==> src/sv/fdmd_pkg.sv <==
`default_nettype none

package fdmd_pkg;

  // Field and total widths
  localparam int TOTAL_W  = 26;
  localparam int KTOT_W   = 24;
  localparam int PIX_W    = 22;
  localparam int DIM_W    = 11;
  localparam int MEAN_W   = 10;
  localparam int CHAN_W   = 8;
  localparam int PADDR_W  = 4;
  localparam int PDATA_W  = 32;

  typedef logic [TOTAL_W-1:0]  total_t;
  typedef logic [KTOT_W-1:0]   ktot_t;
  typedef logic [PIX_W-1:0]    pix_t;
  typedef logic [DIM_W-1:0]    dim_t;
  typedef logic [MEAN_W-1:0]   mean_t;
  typedef logic [CHAN_W-1:0]   chan_t;
  typedef logic [3*CHAN_W-1:0] rgb_t;

  // Frame result caps
  localparam mean_t MEAN_MAX = 10'd765;
  localparam chan_t AVG_MAX  = 8'd255;

  // Item kinds
  localparam logic [1:0] KIND_PIXEL = 2'd0;
  localparam logic [1:0] KIND_REF   = 2'd1;
  localparam logic [1:0] KIND_READ  = 2'd2;

  // Register indexes
  localparam logic [1:0] REG_THRESHOLD = 2'd0;
  localparam logic [1:0] REG_SECONDARY = 2'd1;
  localparam logic [1:0] REG_WIDTH     = 2'd2;
  localparam logic [1:0] REG_HEIGHT    = 2'd3;

  // Controller to datapath commands
  typedef struct packed {
    logic clr_en;
    logic accept;
    logic calc;
    logic div_start;
    logic emit;
  } cmd_t;

  // Datapath to controller status
  typedef struct packed {
    logic clr_done;
    logic frame_end;
    logic is_read;
    logic div_done;
    logic out_free;
  } sts_t;

  function automatic chan_t abs_diff(input chan_t a, input chan_t b);
    return (a > b) ? (a - b) : (b - a);
  endfunction

endpackage

`default_nettype wire

==> src/sv/fdmd_ctrl.sv <==
`default_nettype none

module fdmd_ctrl (
  input  wire logic           clk,
  input  wire logic           rst_n,
  input  wire logic           in_valid,
  output logic                in_ready,
  input  wire fdmd_pkg::sts_t sts,
  output fdmd_pkg::cmd_t      cmd
);

  typedef enum logic [4:0] {
    S_CLEAR = 5'b00001,
    S_IDLE  = 5'b00010,
    S_CALC  = 5'b00100,
    S_DIV   = 5'b01000,
    S_EMIT  = 5'b10000
  } state_t;

  state_t st_r;
  state_t st_nxt;

  // Next state and commands
  always_comb begin
    st_nxt   = st_r;
    cmd      = '0;
    in_ready = 1'b0;
    unique case (st_r)
      S_CLEAR: begin
        cmd.clr_en = 1'b1;
        if (sts.clr_done) st_nxt = S_IDLE;
      end
      S_IDLE: begin
        in_ready   = 1'b1;
        cmd.accept = in_valid;
        if (in_valid) st_nxt = S_CALC;
      end
      S_CALC: begin
        cmd.calc = 1'b1;
        if (sts.frame_end) begin
          cmd.div_start = 1'b1;
          st_nxt        = S_DIV;
        end else if (sts.is_read) begin
          st_nxt = S_EMIT;
        end else begin
          st_nxt = S_IDLE;
        end
      end
      S_DIV: begin
        if (sts.div_done) st_nxt = S_EMIT;
      end
      S_EMIT: begin
        cmd.emit = 1'b1;
        if (sts.out_free) st_nxt = S_IDLE;
      end
      default: begin
        st_nxt = S_CLEAR;
      end
    endcase
  end

  always_ff @(posedge clk) begin
    if (!rst_n) begin
      st_r <= S_CLEAR;
    end else begin
      st_r <= st_nxt;
    end
  end

endmodule

`default_nettype wire

==> config.mk <==
export PLATFORM = sky130hd
export DESIGN_NAME = fdmd_ctrl
export DESIGN_NICKNAME = d
export VERILOG_FILES = /design/src/sv/fdmd_pkg.sv /design/src/sv/fdmd_ctrl.sv
export SDC_FILE = /design/constraint.sdc
export NUM_CORES = 1
export LEC_CHECK = 0
export ABC_AREA = 1
export BUFFER_PORTS_ARGS = -buffer_cell sky130_fd_sc_hd__buf_4
export CAP_MARGIN = 20
export CORE_AREA = 2 2 39 41
export CTS_BUF_LIST = sky130_fd_sc_hd__clkbuf_4 sky130_fd_sc_hd__clkbuf_8
export CTS_CLUSTER_SIZE = 16
export DETAILED_ROUTE_END_ITERATION = 10
export DIE_AREA = 0 0 41 43
export HOLD_SLACK_MARGIN = 0.03
export PLACE_DENSITY = 0.47
export SLEW_MARGIN = 5
export SYNTH_ARGS = -nofsm -noshare
export SYNTH_HDL_FRONTEND = slang
export SYNTH_SLANG_ARGS = --single-unit
==> constraint.sdc <==
create_clock -name clk -period 2.4 [get_ports clk]
set_input_delay 0.48 -clock clk [delete_from_list [all_inputs] [get_ports clk]]
set_output_delay 0.48 -clock clk [all_outputs]
set_load 0.05 [all_outputs]
Word-level counts from Yosys, hierarchy flattened
Cells that the tools add are included.
{"block": "op_classes", "eq_ne": 9, "muxes": 13, "n_reduce_logical": 1}
{"cell": "two-way mux 5 bit", "n": 6}
{"cell": "case mux 5 bit (5 select lines)", "n": 1}
{"cell": "!= test 2 bit, second input constant", "n": 4}
{"cell": "equality test 5 x 1 -> 1 bit, second input constant", "n": 1}
{"cell": "equality test 5 x 2 -> 1 bit, second input constant", "n": 1}
{"cell": "equality test 5 x 3 -> 1 bit, second input constant", "n": 1}
{"cell": "equality test 5 x 4 -> 1 bit, second input constant", "n": 1}
{"cell": "equality test 5 bit, second input constant", "n": 1}
{"cell": "two-way mux 1 bit", "n": 5}
{"cell": "AND reduction 4 bit", "n": 1}
{"cell": "two-way mux 2 bit", "n": 1}
{"block": "totals", "ff_bits": 5, "input_bits": 8, "out_inout_bits": 6, "elab_cells": 24}

Longest topological paths before layout
Gate-level depths: netlist of the first run.
{"block": "logic_depth", "ltp_word": 3, "ltp_mapped": 9, "depth_no_buf": 9}

Worst setup path before layout of the first run
Ideal clock, no wire load.
{"block": "synth_path", "path_type": "reg2out", "start": "reg st_r[2]", "end": "out cmd[3] (netlist bit)", "arrival_ns": 1.252, "required_time_ns": 1.920, "slack_ns": 0.668, "path_stages_with_launch": 4, "path_buffers": 0, "cell_sequence": "dfxtp_1 > nor2_4 > nand3_1 > nor2_1"}
{"element": "start: declaration", "line_no": "fdmd_ctrl.sv:20", "source": "state_t st_r;"}
{"element": "start signal: assignment", "line_no": "fdmd_ctrl.sv:66", "source": "st_r <= st_nxt;"}
{"element": "end: declaration", "line_no": "fdmd_ctrl.sv:9", "source": "output fdmd_pkg::cmd_t cmd"}

==> results.toml, run 1 <==
[synthesis]
synth_fp_nets = 69
ys_types = 13
synth_top_family_by_area = "simple AND/OR/NAND/NOR gates"
synth-compound-area-share = 0.05018
netlist_instances = 61
muxShareOfSynthArea = 0
synth_area_um2 = 349.1
synth_area_per_cell_um2 = 5.723
synth-xor-area-share = 0
synthSimpleGateAreaFrac = 0.4803
yosysSeqAreaShare = 0.2867
synth_adder_area_share = 0
ys_warn_count = 0
synth-seq-cells = 5

[route]
drt-vias-per-instance = 4.183
routedWlPerCell_um = 8.484
drtIter0Drc = 6
ant_nets = 0
drc = 0
routed_wirelength_um = 789
via_count = 389
drtPass1Iterations = 4

[critical_path]
crit_arrival_ps = 1290
cp_max_fo = 4
end_kind = "output port"
cp-start-kind = "register"
reg2reg_depth = 7
worstPathRequired_ps = 1920
worstSetupPathType = "register to output port"

[floorplanning]
io_pins = 14
die_y_um = 43
fp.dieW_um = 41
core_area_um2 = 1384
rows = 14
die_area_um2 = 1763
start_util = 0.2523

[final_layout]
largest_reg_flops = 5
diodes = 0
largest-register = "st_r"
final_nets = 86
fin_area_um2 = 489.2
drive_above_1_share = 0.2727
num-fill-cells = 154
largestRegisters = "st_r x5"
area_growth_pct = 40.14

[pwr]
p_per_area_nw_per_um2 = 1044
p_leak_nw = 0.2912
ir_drop_v = 0.0003529

[cts]
cts_tree = "done"
cts_buffers = 3
htreeDepth = 1
post_cts_buffers = 0
clock-root-buffer = "clkbuf_4"
max-clock-path-buffers = 2
cts_resized = 0
clock_sinks = 5
clk_pin_slew_ps = 40
clk_latency_ps = 230
cts_hold_buffers = 0

[worst_hold_path]
min-delay-path-class = "primary input to register"
hold_depth = 2

[sta]
rsz0062_at_grt = "false"
fmax_ghz = 0.5664
setup_tns_ps = 0
finalClockSkew_ps = 1.258
finalSetupViolations = 0
finalCritPeriodShare = 0.7356
hold_viol = 0
max-slew-margin-rel = 0.8514
slew_violations = 0
tightest_slew_ps = 222.6
period_minus_slack_ps = 1765

[run]
max_cap_viol_count = 0

[placement]
portBuffers = 13
place_congestion = 0.8039
hpwl_um = 677.6
postPlaceCellArea_um2 = 459.2

[grt]
grt_usage = 0.09960
grt_pass1_vias = 338
grt_max_degree = 7
grt_pass1_wl_mm = 1.228
antenna_found_initial = 0
grt_remaining_overflow = 0

[outcome]
outcome = "complete, no violations"
final timing paths:
kind / start / to / slack, ps
hold reg to reg: st_r[4]$_SDFFE_PN0P_ / st_r[4]$_SDFFE_PN0P_ / 570
hold / removal: rst_n / st_r[0]$_SDFFE_PN1P_ / 460
setup / recovery: st_r[1]$_SDFFE_PN0P_ / cmd[1] / 630
setup reg to reg: st_r[4]$_SDFFE_PN0P_ / st_r[4]$_SDFFE_PN0P_ / 1230
cell families after synthesis:
kind of cell	after synthesis
and+or+nand+nor	37
DFF	5
buffers and inverters	16
AOI/OAI and AO/OA	3
critical path, cell delays in order (launching register included):
cell	delay (ps)
dfxtp_1	320
inv_1	70
nand2_1	70
nor2_1	140
nand2_2	90
nor2_1	140
buf_4	220
metrics by stage:
step | hold WS, ps | cells | total power [mW] | worst slack, ps | utilization
after detailed placement | 563.3 | 89 | 0.4063 | 885.2 | 0.3318
after floorplan | 524.5 | 61 | 0.3341 | 667.9 | -
after CTS | 452.7 | 93 | 0.5142 | 628.4 | 0.3535
final | 463.4 | 93 | 0.5108 | 634.6 | 0.3535
after global placement | 574.5 | 89 | 0.4128 | 915.5 | 0.3318
after global routing | 449.7 | 93 | 0.5526 | 487.3 | 0.3535
per-layer routing:
layer  vias up  global-route usage  wire length [um]  part of all wire
met4         0             0.02000                15             0.019
met2        12              0.1406               325              0.41
met5         -                   0                 0                 0
li1        218                   -                 -                 -
met1       157              0.1359               399              0.51
met3         2             0.04712                49             0.062
power by group:
part / internal, mW / switching [mW]
Combinational: 0.0880 / 0.191
Sequential: 0.106 / 0.0214
Clock: 0.0739 / 0.0303
final cells by class:
cell class | instances | area (um2) | share of cell area
clock buffer | 4 | 30.03 | 0.06138
inverter | 15 | 56.30 | 0.1151
multi-input combinational | 40 | 185.2 | 0.3785
sequential | 5 | 100.1 | 0.2046
tap | 16 | 20.02 | 0.04092
timing repair buffer | 13 | 97.59 | 0.1995
cell usage in the layout (no fill, tap or decap):
master    count
nor2_4        1
a21oi_1       2
clkbuf_4      4
nand2_1      12
buf_4        13
nand3_1       3
nand4_1       5
o21a_1        1
nor2_2        1
nand2_2       1
inv_2         1
inv_1        14
nor2_1       14
dfxtp_1       5
Yosys cell counts:
library cell,instances,area [um2]
nor2_2,1,6.260
dfxtp_1,5,100.1
nand2_2,1,6.260
o21a_1,1,7.510
buf_4,1,7.510
nor2_1,14,52.55
inv_1,14,52.55
a21oi_1,2,10.01
nand3_1,3,15.01
nor2_4,1,11.26
nand4_1,5,31.28
nand2_1,12,45.04
inv_2,1,3.750
Note: power is estimated with default switching activity, not from simulation.
==> inputs of run 2 (changes only) <==
- ABC_AREA: 1 -> 0
- clock period: 2.4 -> 1.7 ns (I/O delays scaled with it)
==> run 2 against run 1 <==
  * The flow now finishes with violations (negative setup slack)
  * Critical endpoint unchanged
  * Critical path depth shrank 1
  * Power grew 79%
  * Sequential power grew 27%
  * First-iteration DRC count grew 17%
  * Clock power grew 43%
  * Sequential share of layout area shrank 5.9 points
  * Count of clock-buffer cells in the layout is the same
==> results.toml, run 2 <==
[synthesis]
synth_edf_count = 0
yosysSeqAreaShare = 0.2778
synth-seq-cells = 5
ys.flop_type = "dfxtp_1"
yosys-top-cells-count = "5 x dfxtp_1, 5 x nor3b_1, 3 x and2_1, 3 x nor3_1, 3 x o21a_1"
ys_types = 23
yosys-top-cells-area = "dfxtp_1 28%, nor3b_1 10%, o21a_1 6.3%"
netlist_instances = 42
synth_area_leader_cell = "dfxtp_1"
synth_area_um2 = 360.3
netlist.area_leader.share = 0.2778
synth_area_per_cell_um2 = 8.580
ys_warn_count = 0
synth_fp_nets = 50
async_flop_share = 0

[sta]
fmax_ghz = 0.5576
slew_violations = 0
hold_viol = 0
max-slew-margin-rel = 0.7371
finalWorstSetupSlack_ps = -93.52
period_minus_slack_ps = 1794
setup_tns_ps = -224.0
finalCritPeriodShare = 1.055
rsz0062_at_grt = "true"
tightest_slew_ps = 389.3
finalClockSkew_ps = 3.623
finalSetupViolations = 4

[route]
via_count = 421
ant_nets = 0
routedWlPerCell_um = 12.60
drtIter0Drc = 7
drtPass1Iterations = 3
routed_wirelength_mm = 1.121
drt-vias-per-instance = 4.730
drc = 0

[final_layout]
num-fill-cells = 141
largestRegisters = "st_r x5"
drive_above_1_share = 0.6301
layout_common_cells = "21 x buf_4, 4 x clkbuf_4, 4 x buf_6"
area_growth_pct = 98.26
fin_area_um2 = 714.4
largest_reg_flops = 5
final_cell_count_no_fill = 89
final_nets = 82
diodes = 0
largest-register = "st_r"
final_common_cell = "buf_4"

[critical_path]
crit_arrival_ps = 1450
worstSetupPathType = "register to output port"
cp-start-kind = "register"
cp_slowest_cell = "or3_4"
worstPathRequired_ps = 1360
cp_max_fo = 4
end_kind = "output port"
critPathMaxStageDelay_ps = 380
cp_cell_sequence = "or3_4 > buf_6 > nor2_4 > and2_4 > buf_8"

[grt]
grt_pass1_wl_mm = 1.966
grt_usage = 0.1683
grt_max_degree = 9
grt_util_met1 = 0.2313
antenna_found_initial = 0
grtUsageMet3 = 0.03141
grt_pass1_vias = 449
grt_remaining_overflow = 0
busiest_layer = "met2"
use_met2 = 0.2344

[cts]
clock_sinks = 5
max-clock-path-buffers = 2
cts_hold_buffers = 0
clk_latency_ps = 240
clock-root-buffer = "clkbuf_4"
htreeDepth = 1
cts_buffers = 3
cts_tree = "done"
clk_pin_slew_ps = 40

[floorplanning]
die_y_um = 43
io_pins = 14
die_area_um2 = 1763
start_util = 0.2604
core_area_um2 = 1384
fp.dieW_um = 41
rows = 14

[worst_hold_path]
min-delay-path-class = "primary input to register"

[pwr]
netSwitchingPower_mw = 0.3738
pwr-share-seq = 0.178
p_clk_frac = 0.163
p_per_area_nw_per_um2 = 1278
p_leak_nw = 0.2910
power.share.switching = 0.4095
combPwrFrac = 0.659
ir_drop_v = 0.0005666
p_int_mw = 0.5389

[placement]
postPlaceCellArea_um2 = 594.3
dp_cells = 79
place_congestion = 0.7555
hpwl_um = 865.7
portBuffers = 13
place_ws_ps = -14.58

[outcome]
outcome = "finished, violations left"
violations = "negative setup slack"

[run]
max_cap_viol_count = 0
[run 2: final cells by class]
cell class              count  area, um2  share of cell area
inverters                   2      7.507             0.01051
well taps                  16      20.02             0.02802
clock buffers               4      30.03             0.04203
repair buffers             28      247.7              0.3468
flip-flops and latches      5      103.9              0.1454
multi-input cells          34      305.3              0.4273
[run 2: metal layers]
metal,vias up,part of all wire
met5,-,0
met4,0,0
met3,0,0.016
met2,4,0.55
met1,193,0.44
li1,224,-
[run 2: path summary, 6_finish.rpt]
path | from | end | slack [ps] | cells after the start
max | st_r[0]$_SDFFE_PN1P_ | cmd[1] | -90 | 5
min | rst_n | st_r[4]$_SDFFE_PN0P_ | 350 | 2
max reg2reg | st_r[0]$_SDFFE_PN1P_ | st_r[1]$_SDFFE_PN0P_ | 10 | 7
min reg2reg | st_r[1]$_SDFFE_PN0P_ | st_r[1]$_SDFFE_PN0P_ | 790 | 4
[run 2: cells by family after synthesis]
group | Yosys count | synth area share
simple gates | 25 | 0.4792
compound gates | 8 | 0.1771
flops | 5 | 0.2778
buf+inv | 3 | 0.04168
xor+xnor | 1 | 0.02431
[run 2: per-stage QoR]
stage | power [mW] | util | hold WS, ps
floorplan | 0.5105 | - | 431.1
global placement | 0.6899 | 0.4295 | 586.7
detailed placement | 0.6951 | 0.4295 | 595.9
CTS | 0.9210 | 0.5163 | 340.8
global route | 0.9782 | 0.5163 | 357.2
finish | 0.9127 | 0.5163 | 348.8
[run 2: power by group through the flow]
| stage | clock network [mW] | logic (mW) | registers (mW) |
|---|---|---|---|
| finish | 0.149 | 0.602 | 0.163 |
| global route | 0.167 | 0.645 | 0.167 |
| CTS | 0.158 | 0.600 | 0.163 |
| detailed placement | 0 | 0.530 | 0.165 |
| global placement | 0 | 0.527 | 0.163 |
| floorplan | 0 | 0.324 | 0.187 |
[run 2: timing repair]
action	4_1_cts	5_1_grt
gates resized for setup	12	0
pin swaps	7	1
buffers inserted	6	0
endpoints found under the setup margin	6	8
[run 2: critical path: cells and delay by family, from the launching register on]
family | cells | cell delay (ps)
buffers and inverters | 2 | 280
and+or+nand+nor | 3 | 630
DFF | 1 | 310
==> inputs of run 3 (changes only) <==
- BUFFER_PORTS_ARGS: -buffer_cell sky130_fd_sc_hd__buf_4 -> unset
- DONT_BUFFER_PORTS: unset -> 1
- PLACE_DENSITY: 0.47 -> 0.38
==> run 3 against run 2 <==
  * The run still ends with negative setup slack left
  * Non-clock buffer count down 14
  * Clock power up 5%
  * Sequential share of layout area up 2.6 points
  * Critical path depth down 1
  * Utilization down 7.2 points
  * Global-route usage down 1.8 points
  * Hold slack worse by 150 ps
==> results.toml, run 3 (synthesis gave the netlist of run 2 again) <==
[route]
routedWlPerCell_um = 14.67
drtPass1Iterations = 4
routed_wirelength_mm = 1.100
drtIter0Drc = 6
drt-vias-per-instance = 5.307
via_count = 398
ant_nets = 0
drc = 0

[cts]
clk_pin_slew_ps = 50
clock_sinks = 5
cts_buffers = 3
htreeDepth = 1
max-clock-path-buffers = 2
cts_tree = "done"
clk_latency_ps = 240
cts_hold_buffers = 0
clock-root-buffer = "clkbuf_4"

[sta]
finalSetupViolations = 3
finalWorstSetupSlack_ps = -118.1
fmax_ghz = 0.5500
period_minus_slack_ps = 1818
finalClockSkew_ps = 1.240
setup_tns_ps = -253.5
hold_viol = 0
rsz0062_at_grt = "true"
finalCritPeriodShare = 1.069
max-slew-margin-rel = 0.8063
tightest_slew_ps = 286.9
slew_violations = 0

[critical_path]
end_kind = "output port"
timing.rr.end = "st_r[4]$_SDFFE_PN0P_"
cp-start-kind = "register"
r2r-start = "st_r[0]$_SDFFE_PN1P_"
rrSetupSlack_ps = -60
crit_arrival_ps = 1480
worstPathRequired_ps = 1360
reg2reg_depth = 4
cp_max_fo = 3
worstSetupPathType = "register to output port"

[placement]
postPlaceCellArea_um2 = 531.8
dp_cells = 69
portBuffers = 0
place_congestion = 0.7136
hpwl_um = 880.2

[final_layout]
final_nets = 68
area_growth_pct = 70.49
largestRegisters = "st_r x5"
final_common_cell = "buf_4"
final_cell_count_no_fill = 75
layout_common_cells = "10 x buf_4, 4 x clkbuf_4, 4 x dfxtp_2"
largest-register = "st_r"
diodes = 0
drive_above_1_share = 0.5763
largest_reg_flops = 5
fin_area_um2 = 614.3

[grt]
grt_remaining_overflow = 0
grt_pass1_vias = 377
grt_max_degree = 9
grt_usage = 0.1506
grt_pass1_wl_mm = 1.800
antenna_found_initial = 0

[worst_hold_path]
min-delay-path-class = "primary input to register"
hold_path_startpoint = "rst_n"
whs_endpoint = "st_r[0]$_SDFFE_PN1P_"
hold_depth = 1

[floorplanning]
start_util = 0.2604
rows = 14
fp.dieW_um = 41
die_y_um = 43
die_area_um2 = 1763
io_pins = 14
core_area_um2 = 1384

[pwr]
ir_drop_v = 0.0008181
total_power_mw = 0.8912
p_per_area_nw_per_um2 = 1451
p_leak_nw = 0.2188

[outcome]
violations = "negative setup slack"
outcome = "finished, violations left"

[run]
max_cap_viol_count = 0
run 3: changes by cell type in the layout (fill, tap and decap cells not counted), sizes merged:
cell / change
buf: -14
run 3: cell type report:
| class | instances | area [um2] |
|---|---|---|
| Multi-Input combinational cell | 34 | 319.1 |
| Timing Repair Buffer | 14 | 132.6 |
| Tap cell | 16 | 20.02 |
| Clock buffer | 4 | 30.03 |
| Inverter | 2 | 7.507 |
| Fill cell | 138 | 769.5 |
| Sequential cell | 5 | 105.1 |
run 3: worst max-delay path by stage:
stage | from | to | cells past startpoint
floorplan | st_r[1]$_SDFFE_PN0P_ | st_r[4]$_SDFFE_PN0P_ | 4
global placement | st_r[1]$_SDFFE_PN0P_ | st_r[4]$_SDFFE_PN0P_ | 4
detailed placement | st_r[1]$_SDFFE_PN0P_ | st_r[4]$_SDFFE_PN0P_ | 4
CTS | st_r[0]$_SDFFE_PN1P_ | cmd[0] | 4
global route | st_r[0]$_SDFFE_PN1P_ | cmd[0] | 4
finish | st_r[0]$_SDFFE_PN1P_ | cmd[0] | 4
run 3: where the power goes:
part           total [mW]  internal, mW  switching (mW)
Combinational       0.568         0.258           0.310
Sequential          0.167         0.149          0.0186
Clock               0.156         0.105          0.0510
run 3: repair_timing:
item	CTS	global route
buffers inserted	2	0
endpoints found under the setup margin	5	8
pin swaps	5	2
cloned	0	0
gates resized for setup	3	6
run 3: routing by layer:
metal | wire, um | up-vias | GRT usage
li1 | - | 195 | -
met1 | 461 | 191 | 0.1929
met2 | 553 | 10 | 0.2156
met3 | 81 | 2 | 0.06283
met4 | 4 | 0 | 0.06000
met5 | 0 | - | 0
run 3: per-stage QoR:
stage / setup slack [ps] / hold WS [ps] / utilization
after floorplan: -79.66 / 431.1 / -
after global placement: 6.493 / 446.1 / 0.3843
after detailed placement: -32.14 / 450.2 / 0.3843
after CTS: -141.0 / 194.0 / 0.4268
after global routing: -171.6 / 189.2 / 0.4439
final: -118.1 / 199.6 / 0.4439
run 3: critical path: stages (launching register included):
cell,delay (ps)
dfxtp_2,310
or3_4,390
buf_6,140
nor3b_4,220
buf_12,170
